<file path="src/design/tli_pkg.sv">
// Shared types, constants and sequencer states for the table Lagrange interpolator.
// Used by table_lagrange_interpolator_core; depends on nothing else.
package tli_pkg;

   localparam int TABLE_POINTS = 15;
   localparam int GRID_STEP    = 10;
   localparam int HIGH_HEAD    = 8;
   localparam int LOW_TAIL     = 10;
   localparam int WINDOW_SPLIT = TABLE_POINTS * (10 / 2);
   // s / 10 == (s * 205) >> 11 for every 8-bit s
   localparam int RECIP_MUL    = 205;
   localparam int RECIP_SHIFT  = 11;

   typedef struct packed {
      logic        func;
      logic [3:0]  point_index;
      logic [7:0]  point_x;
      logic [23:0] point_y;
      logic [7:0]  setting;
   } req_item_type;

   typedef struct packed {
      logic [30:0] value;
      logic        fell_back;
      logic        fault;
   } rsp_item_type;

   typedef enum logic [3:0] {
      ST_IDLE,
      ST_RD_I,
      ST_LD_I,
      ST_NEXT_J,
      ST_GET_J,
      ST_MUL,
      ST_DIV_LD,
      ST_DIV,
      ST_DIV_END,
      ST_BR_LO,
      ST_BR_HI,
      ST_BR_CMP,
      ST_FINISH,
      ST_DONE
   } tli_state_type;

endpackage

</file>
<file path="src/design/table_lagrange_interpolator_core.sv">
// Table Lagrange interpolator: point table, sequencer, shared multiplier and divider.
// Depends on tli_pkg.
// For a write, rsp_valid is raised in the cycle after the accepting edge. A query runs
// each basis factor through the multiplier and a two-bit-per-cycle divider, over the low
// window or the high one, then may add the bracket check and the linear fallback; a
// fault ends early.
// busy stays high through the rsp_valid cycle; the next beat is accepted once the sequencer is back in idle.
// Reset (synchronous) returns the sequencer to idle; the point table is not cleared.
module table_lagrange_interpolator_core
   import tli_pkg::*;
(
   input  logic         clock,
   input  logic         reset,
   input  logic         start,
   output logic         busy,
   input  req_item_type req_item,
   output logic         rsp_valid,
   output rsp_item_type rsp_item
);

   localparam logic [63:0] I64_MAX = {1'b0, {63{1'b1}}};
   localparam logic [63:0] I64_MIN = {1'b1, {63{1'b0}}};

   tli_state_type state_ff, state_in;

   logic [31:0] pts_mem [TABLE_POINTS];
   logic [31:0] rd_data_ff;
   logic [3:0]  rd_addr;

   logic [7:0]  s_ff;
   logic [3:0]  head_ff, tail_ff, i_ff, j_ff, kl_ff, kh_ff;
   logic [3:0]  frac_ff;
   logic [7:0]  xi_ff;
   logic [63:0] term_ff, sum_ff, quo_ff;
   logic [8:0]  m_ff, d_ff;
   logic [7:0]  rem_ff;
   logic        neg_ff, fb_ff;
   logic [4:0]  cnt_ff;
   logic [30:0] value_ff;
   logic        fell_ff, fault_ff;
   logic [23:0] lo_ff;

   logic        accept;
   logic [7:0]  xj;
   logic [8:0]  d_now;
   logic [15:0] recip;
   logic [4:0]  k_now;
   logic [4:0]  k1_now;
   logic [3:0]  kl_now, kh_now;
   logic [7:0]  frac_now;

   assign accept = start && !busy;
   assign xj     = rd_data_ff[31:24];
   assign d_now  = {1'b0, xi_ff} - {1'b0, xj};

   // bracket index and offset on the grid
   assign recip    = req_item.setting * 16'(RECIP_MUL);
   assign k_now    = recip[15:RECIP_SHIFT];
   assign k1_now   = k_now + 5'd1;
   assign kl_now   = (k_now > 5'(TABLE_POINTS - 1)) ? 4'(TABLE_POINTS - 1) : k_now[3:0];
   assign kh_now   = (k1_now > 5'(TABLE_POINTS - 1)) ? 4'(TABLE_POINTS - 1) : k1_now[3:0];
   assign frac_now = req_item.setting - 8'(k_now) * 8'(GRID_STEP);

   // saturating multiply of term_ff by the signed 9-bit factor m_ff
   logic        mul_neg;
   logic [63:0] mul_mag, mul_res;
   logic [7:0]  mul_mm;
   logic [71:0] mul_p, mul_lim;
   always_comb begin
      mul_neg = (term_ff[63] != m_ff[8]) && (term_ff != '0) && (m_ff != '0);
      mul_mag = term_ff[63] ? (64'd0 - term_ff) : term_ff;
      mul_mm  = m_ff[8] ? 8'(9'd0 - m_ff) : m_ff[7:0];
      mul_p   = mul_mag * mul_mm;
      mul_lim = mul_neg ? {8'd0, I64_MIN} : {8'd0, I64_MAX};
      if (mul_p > mul_lim) mul_p = mul_lim;
      mul_res = mul_neg ? (64'd0 - mul_p[63:0]) : mul_p[63:0];
   end

   // two restoring divide steps per cycle
   logic [8:0]  dv_r0, dv_r1;
   logic [7:0]  dv_dm, dv_rem_a;
   logic [63:0] dv_q_a, dv_q_b;
   logic [7:0]  dv_rem_b;
   always_comb begin
      dv_dm = d_ff[8] ? 8'(9'd0 - d_ff) : d_ff[7:0];
      dv_r0 = {rem_ff, quo_ff[63]};
      if (dv_r0 >= {1'b0, dv_dm}) begin
         dv_rem_a = 8'(dv_r0 - {1'b0, dv_dm});
         dv_q_a   = {quo_ff[62:0], 1'b1};
      end else begin
         dv_rem_a = dv_r0[7:0];
         dv_q_a   = {quo_ff[62:0], 1'b0};
      end
      dv_r1 = {dv_rem_a, dv_q_a[63]};
      if (dv_r1 >= {1'b0, dv_dm}) begin
         dv_rem_b = 8'(dv_r1 - {1'b0, dv_dm});
         dv_q_b   = {dv_q_a[62:0], 1'b1};
      end else begin
         dv_rem_b = dv_r1[7:0];
         dv_q_b   = {dv_q_a[62:0], 1'b0};
      end
   end

   logic [63:0] div_res;
   always_comb begin
      if (!neg_ff && quo_ff[63]) div_res = I64_MAX;
      else if (neg_ff) div_res = 64'd0 - quo_ff;
      else div_res = quo_ff;
   end

   // saturating accumulate
   logic [64:0] add_w;
   logic [63:0] add_res;
   always_comb begin
      add_w = {sum_ff[63], sum_ff} + {term_ff[63], term_ff};
      if (add_w[64] != add_w[63]) add_res = add_w[64] ? I64_MIN : I64_MAX;
      else add_res = add_w[63:0];
   end

   logic [23:0] hi_y;
   logic        out_of_bracket;
   assign hi_y = rd_data_ff[23:0];
   assign out_of_bracket = $signed(sum_ff) < $signed({40'd0, lo_ff})
                        || $signed(sum_ff) > $signed({40'd0, hi_y});

   // next state
   always_comb begin
      state_in = state_ff;
      case (state_ff)
         ST_IDLE: begin
            if (accept) state_in = req_item.func ? ST_RD_I : ST_DONE;
         end
         ST_RD_I:   state_in = ST_LD_I;
         ST_LD_I:   state_in = ST_NEXT_J;
         ST_NEXT_J: begin
            if (j_ff == tail_ff) begin
               if (i_ff + 4'd1 != tail_ff) state_in = ST_RD_I;
               else if (frac_ff != '0) state_in = ST_BR_LO;
               else state_in = ST_FINISH;
            end else if (j_ff != i_ff) begin
               state_in = ST_GET_J;
            end
         end
         ST_GET_J:   state_in = (d_now == '0) ? ST_DONE : ST_MUL;
         ST_MUL:     state_in = ST_DIV_LD;
         ST_DIV_LD:  state_in = ST_DIV;
         ST_DIV:     if (cnt_ff == '1) state_in = ST_DIV_END;
         ST_DIV_END: state_in = fb_ff ? ST_FINISH : ST_NEXT_J;
         ST_BR_LO:   state_in = ST_BR_HI;
         ST_BR_HI:   state_in = ST_BR_CMP;
         ST_BR_CMP:  state_in = out_of_bracket ? ST_MUL : ST_FINISH;
         ST_FINISH:  state_in = ST_DONE;
         ST_DONE:    state_in = ST_IDLE;
         default:    state_in = ST_IDLE;
      endcase
   end

   // outputs and table read address
   always_comb begin
      busy      = (state_ff != ST_IDLE);
      rsp_valid = (state_ff == ST_DONE);
      case (state_ff)
         ST_NEXT_J: rd_addr = j_ff;
         ST_BR_LO:  rd_addr = kl_ff;
         ST_BR_HI:  rd_addr = kh_ff;
         default:   rd_addr = i_ff;
      endcase
   end

   assign rsp_item.value     = value_ff;
   assign rsp_item.fell_back = fell_ff;
   assign rsp_item.fault     = fault_ff;

   always_ff @(posedge clock) begin
      if (reset) state_ff <= ST_IDLE;
      else state_ff <= state_in;
   end

   always_ff @(posedge clock) begin
      rd_data_ff <= pts_mem[rd_addr];
      if (accept && !req_item.func && req_item.point_index < 4'(TABLE_POINTS))
         pts_mem[req_item.point_index] <= {req_item.point_x, req_item.point_y};
   end

   always_ff @(posedge clock) begin
      case (state_ff)
         ST_IDLE: begin
            s_ff     <= req_item.setting;
            kl_ff    <= kl_now;
            kh_ff    <= kh_now;
            frac_ff  <= frac_now[3:0];
            sum_ff   <= '0;
            fb_ff    <= 1'b0;
            value_ff <= '0;
            fell_ff  <= 1'b0;
            fault_ff <= 1'b0;
            if (req_item.setting > 8'(WINDOW_SPLIT)) begin
               head_ff <= 4'(HIGH_HEAD);
               tail_ff <= 4'(TABLE_POINTS);
               i_ff    <= 4'(HIGH_HEAD);
            end else begin
               head_ff <= '0;
               tail_ff <= 4'(LOW_TAIL);
               i_ff    <= '0;
            end
         end
         ST_LD_I: begin
            xi_ff   <= rd_data_ff[31:24];
            term_ff <= {40'd0, rd_data_ff[23:0]};
            j_ff    <= head_ff;
         end
         ST_NEXT_J: begin
            if (j_ff == tail_ff) begin
               sum_ff <= add_res;
               i_ff   <= i_ff + 4'd1;
            end else if (j_ff == i_ff) begin
               j_ff <= j_ff + 4'd1;
            end
         end
         ST_GET_J: begin
            d_ff     <= d_now;
            m_ff     <= {1'b0, s_ff} - {1'b0, xj};
            fault_ff <= (d_now == '0);
         end
         ST_MUL: term_ff <= mul_res;
         ST_DIV_LD: begin
            quo_ff <= term_ff[63] ? (64'd0 - term_ff) : term_ff;
            neg_ff <= term_ff[63] ^ d_ff[8];
            rem_ff <= '0;
            cnt_ff <= '0;
         end
         ST_DIV: begin
            quo_ff <= dv_q_b;
            rem_ff <= dv_rem_b;
            cnt_ff <= cnt_ff + 5'd1;
         end
         ST_DIV_END: begin
            if (fb_ff) begin
               sum_ff <= {40'd0, lo_ff} + div_res;
            end else begin
               term_ff <= div_res;
               j_ff    <= j_ff + 4'd1;
            end
         end
         ST_BR_HI: lo_ff <= rd_data_ff[23:0];
         ST_BR_CMP: begin
            // drop to linear interpolation on the grid
            if (out_of_bracket) begin
               term_ff <= {40'd0, hi_y} - {40'd0, lo_ff};
               m_ff    <= {5'd0, frac_ff};
               d_ff    <= 9'(GRID_STEP);
               fb_ff   <= 1'b1;
            end
         end
         ST_FINISH: begin
            fell_ff <= fb_ff;
            if (sum_ff[63]) value_ff <= '0;
            else if (sum_ff[62:31] != '0) value_ff <= '1;
            else value_ff <= sum_ff[30:0];
         end
         default: ;
      endcase
   end

   a_strobe_single: assert property (@(posedge clock) disable iff (reset)
      rsp_valid |=> !rsp_valid) else $error("result strobe longer than one cycle");

   a_fault_clean: assert property (@(posedge clock) disable iff (reset)
      rsp_valid && rsp_item.fault |-> !rsp_item.fell_back && rsp_item.value == '0)
      else $error("fault beat carries a value");

   a_busy_after_start: assert property (@(posedge clock) disable iff (reset)
      accept |=> busy) else $error("busy not raised after accepted beat");

   a_div_bounded: assert property (@(posedge clock) disable iff (reset)
      state_ff == ST_DIV |-> rem_ff < dv_dm) else $error("divider remainder out of range");

endmodule
</file>
<file path="config.mk">
export PLATFORM = sky130hd
export DESIGN_NAME = table_lagrange_interpolator_core
export DESIGN_NICKNAME = d
export VERILOG_FILES = /design/src/design/tli_pkg.sv /design/src/design/table_lagrange_interpolator_core.sv
export SDC_FILE = /design/constraint.sdc
export NUM_CORES = 2
export LEC_CHECK = 0
export BUFFER_PORTS_ARGS = -buffer_cell sky130_fd_sc_hd__buf_4
export CAP_MARGIN = 10
export CORE_MARGIN = 2
export CORE_UTILIZATION = 27
export DETAILED_ROUTE_END_ITERATION = 8
export HOLD_SLACK_MARGIN = 0.05
export PLACE_DENSITY = 0.51
export SYNTH_ARGS = -nofsm -noshare
export SYNTH_HDL_FRONTEND = slang
export SYNTH_SLANG_ARGS = --single-unit
</file>
<file path="constraint.sdc">
create_clock -name clock -period 20.1 [get_ports clock]
set_input_delay 6.03 -clock clock [delete_from_list [all_inputs] [get_ports clock]]
set_output_delay 6.03 -clock clock [all_outputs]
set_load 0.05 [all_outputs]
</file>
# == Word level (Yosys, flattened, before mapping) ==
# Memory sizes are Yosys's and may differ from the RTL's. A register that Yosys moved wholly into a read port is not among the register bits.
# Cells that the tools add are included.
# Widths: inputs -> output; s select.
# totals
register_bits,330
mem_bits_rw,480
memories,1
# mem_list
memory,depth,width,read_ports,rd_clocked_by_memory_dff,write_ports,line,rtl
pts_mem,15,32,1,1,1,table_lagrange_interpolator_core.sv:26,logic [31:0] pts_mem [TABLE_POINTS];
# classes
n_addsub,17
mul,3
magnitude_cmp,9
n_eq_ne,29
muxes,56
bitwise,1
reduce_logical,33
# op_table
operator,count
$mux 64,12
$pmux 64 s4,1
$pmux 64 s3,1
$sub 1x64->64 const A,3
$pmux 64 s2,1
$gt 72x64->1,1
$mul 64x8->72,1
$add 64x64->65,1
$add 24x64->64,1
$gt 64x25->1,1
$lt 64x25->1,1
$reduce_bool 64->1,1
$mux 31,2
$pmux 31 s2,1
$mux 4,14
$pmux 4 s13,1
$pmux 9 s2,2
$mux 8,4
$reduce_bool 32->1,1
$sub 24x24->25,1
$eq 4x4->1 const B,6
$pmux 4 s3,2
$ge 9x8->1,2
$mux 9,2
other kinds (39),85

# == Depth between registers and ports, before layout ==
# depth
depth_word,9
ltp_mapped,58
mapped_depth_nobuf,53

# == Worst setup path before layout ==
# No wires, ideal clock.
# synth_timing
path_kind,flip-flop to flip-flop
start,register term_ff[35]
end,register term_ff[60] (data pin)
setup_time_ps,256
t_arrival_ps,13028
required_ps,19844
path_slack_ps,6816
stages_incl_launch_ff,50
n_path_buf,2
path_cell_list,edfxtp_1 -> or4_4 -> or3_4 -> or4_4 -> or3_4 -> or3_4 -> or4_4 -> or3_1 -> or2_2 -> nand2_1 -> xor2_1 -> nor2_1 -> fa_1 -> fa_1 -> fa_1 -> inv_1 -> fa_1 -> inv_1 -> (+14 left out) -> nor4_1 -> and2_1 -> o221ai_1 -> a2111oi_0 -> o211ai_1 -> nor2_2 -> nor2_1 -> a31oi_1 -> ha_1 -> buf_2 -> nand4_1 -> nor4_1 -> nand2_1 -> or4_1 -> mux2i_1 -> o21ai_0 -> or3_1 -> a31o_2
# synth_between
elab_chain_cells,9
word_cells_on_any_way,12
classes_between,add/sub (2); mul (1); order compare (1); mux (5); reduce/logical (3)
# synth_rtl
element,line,rtl
start: declaration,table_lagrange_interpolator_core.sv:34,"logic [63:0] term_ff, sum_ff, quo_ff;"
start signal: assignment,table_lagrange_interpolator_core.sv:209,"term_ff <= {40'd0, rd_data_ff[23:0]};"
start signal: assignment,table_lagrange_interpolator_core.sv:225,ST_MUL: term_ff <= mul_res;
start signal: assignment,table_lagrange_interpolator_core.sv:241,term_ff <= div_res;
"parallel branches: the longest is 7 deep, another holds $mul 64x8->72",n/a,
$mux 64 *,table_lagrange_interpolator_core.sv:76,mul_res = mul_neg ? (64'd0 - mul_p[63:0]) : mul_p[63:0];
$pmux 64 s4 *,table_lagrange_interpolator_core.sv:186,case (state_ff)
# Every way passes the cells marked *.
# A chain may end at the register's enable or synchronous reset.

# == Worst setup path after layout ==
# layout_timing
start,register term_ff[0]
end,register term_ff[60] (data pin)
# The elaborated chain is that of the path after synthesis.

==> results.yml <==
outcome:
  outcome: "completed"
setup_path:
  critPathMaxStageDelay_ns: 0.86
  cp_data_required_time_ns: 20.60
  startpoint_type: "flip-flop"
  critPathCapture: "term_ff[60]"
  path_max_fanout: 10
  endpoint_kind: "flip-flop"
  r2r_cells: 48
  startpoint: "term_ff[0]"
  cp_slowest_cell: "xor2_1"
  ff2ff_setup_slack_ns: 3.19
  cp.arrival_ns: 17.41
  worst_r2r_startpoint: "term_ff[0]"
  critPathKind: "reg2reg"
  timing.rr.end: "term_ff[60]"
routing:
  drc: 0
  via_per_inst: 5.23
  vias: 52897
  antenna_left: 0
  wirelength_mm: 221
  drtIter0Drc: 4661
  drtPass1Iterations: 6
  wire_per_inst_um: 21.9
global_routing:
  antenna_found_initial: 14
  grt_start_max_net_pins: 163
  grt_usage: 0.173
  grt_pass1_wl_mm: 334
  grt_pass1_vias: 52600
  grt_overflow: 0
clocking:
  hold_buffers: 0
  insertion_delay_ns: 0.74
  cts-resized-gates: 0
  post_cts_buffers: 0
  clock_sinks: 834
  root_buffer: "clkbuf_16"
  cts_tree: "done"
  clk_pin_slew_ns: 0.07
  cts_htree_levels: 3
  cts_max_path_buffers: 3
  cts_inserted_buffers: 96
logic_synthesis:
  syn_nets: 7664
  synth_area_leaders: "edfxtp_1 (36%), fa_1 (12%), ha_1 (7.7%)"
  seq_area_frac_synth: 0.372
  synth_cells: 6819
  synth_cell_types: 93
  synthFlopType: "edfxtp_1"
  muxShareOfSynthArea: 0.0180
  synth_xor_area_frac: 0.0491
  async_reset_ff_frac: 0
  synth_top_family_by_area: "adder cells"
  synth_top_area_frac: 0.361
  synth-simple-area-share: 0.160
  syn_avg_cell_area_sq_um: 9.73
  syn_area_sq_um: 66300
  yosys_warnings: 0
  yosys.area.top_type: "edfxtp_1"
  ys_ff_latch: 834
  synth_fa_ha_area_frac: 0.195
  synth-edff-count: 798
  synth_compound_gate_area_share: 0.156
finish:
  most-common-layout-cells: "nor2_1 (863), edfxtp_1 (798), inv_1 (542), nand2_1 (483), a21oi_1 (453)"
  fillers: 25298
  layout_commonest_cell: "nor2_1"
  areaGrowthSynthToFinish_pct: 12.1
  multi_input_area_sq_um: 38700
  drive_above_1_share: 0.0764
  seq_area_sq_um: 24700
  final_util: 0.305
  final_nets: 7663
timing:
  finClkSkew_ns: 0.0585
  finalMaxSlewViolations: 0
  setup_viol: 0
  final.setup.tns_ns: 0
  final-hold-violation-count: 0
  max-slew-margin-rel: 0.135
  period_share: 0.841
  rsz0062_at_grt: "false"
  min_period_ns: 16.91
  timing.fmax_ghz: 0.0591
  tightest_slew_ns: 1.29
floorplanning:
  rows: 181
  die_w_um: 500
  initial_core_util: 0.272
  dieArea_sq_um: 250000
  ios: 83
  fp.dieH_um: 500
  core_area_sq_um: 244000
min_path:
  hold_path.class: "reg2reg"
placed_design:
  io_buffers: 82
  hpwl_mm: 162
  gp_congestion: 0.923
job:
  maxCapViolations: 0
-- synth_stat cells, drive strengths merged, types with 34 or more instances --
library cell	count
nand2b	94
a31oi	95
nand4	51
buf	37
or4	34
nand3	80
or3	74
fa	391
mux2i	93
nand2	486
nor4	51
and2	102
nor3	153
o21a	77
clkbuf	280
a21o	132
nor2	879
or2	78
o31ai	50
o21ai	233
xor2	187
a211oi	177
nor2b	61
dfxtp	36
o22ai	86
edfxtp	798
inv	543
ha	406
xnor2	185
a21oi	456
and3	41
-- final cells by class --
type,count,share of cell area
antenna,4,0.000135
clock buffer,130,0.0357
clock inverter,49,0.00801
inverter,546,0.0276
multi-input combinational,5122,0.521
sequential,834,0.332
tap,3202,0.0539
timing repair buffer,218,0.0221
-- kinds of logic after synthesis --
group           after synthesis
buf+inv                     863
flops                       834
compound gates             1595
simple gates               2252
mux                         106
xor+xnor                    372
fa+ha+maj                   797
-- critical path: cells and delay by family, from the launching register on --
family | cells | cell delay (ns)
mux | 1 | 0.31
compound gates | 15 | 3.87
buf+inv | 5 | 0.77
flops | 1 | 0.58
fa+ha+maj | 8 | 3.64
simple gates | 17 | 6.16
xor+xnor | 2 | 1.34
-- registers in the layout, indices dropped and copies added, names as in the netlist, 5 cells and up --
register and flops:
lo_ff 24, quo_ff 64, rem_ff 8, s_ff 8, xi_ff 8, sum_ff 64, cnt_ff 5, m_ff 9
value_ff 31, d_ff 9, pts_mem 480, term_ff 64, rd_data_ff 32
-- metal layers --
layer  up-vias  GRT usage  part of all wire
li1      24363          -                 -
met2      1690      0.283              0.46
met5         -          0           0.00028
met1     26476      0.236              0.44
met4        10     0.0526             0.032
met3       358     0.0253             0.063
-- how the worst min path moves through the flow --
| stage | from | end | slack (ns) | depth (start not counted) |
|---|---|---|---|---|
| after global placement | rd_data_ff[29] | xi_ff[5] | 0.47 | 0 |
| after detailed placement | rd_data_ff[29] | xi_ff[5] | 0.48 | 0 |
| after CTS | rd_data_ff[29] | xi_ff[5] | 0.50 | 0 |
| after global routing | rd_data_ff[27] | xi_ff[3] | 0.51 | 0 |
| after floorplan | rd_data_ff[26] | xi_ff[2] | 0.41 | 0 |
| final | rd_data_ff[27] | xi_ff[3] | 0.49 | 0 |
-- stage by stage --
stage | hold slack (ns) | instance area [sq um] | setup WS [ns] | cells
after floorplan | 0.408 | 66300 | 6.82 | 6819
after global placement | 0.469 | 71100 | 3.89 | 9921
after CTS | 0.498 | 74400 | 3.41 | 10101
after global routing | 0.512 | 74400 | 2.07 | 10103
final | 0.494 | 74400 | 3.19 | 10105
after detailed placement | 0.482 | 71100 | 3.47 | 9922
Power is not shown: default switching activity piles up to over one toggle a cycle in this logic, so the estimate is an artifact.
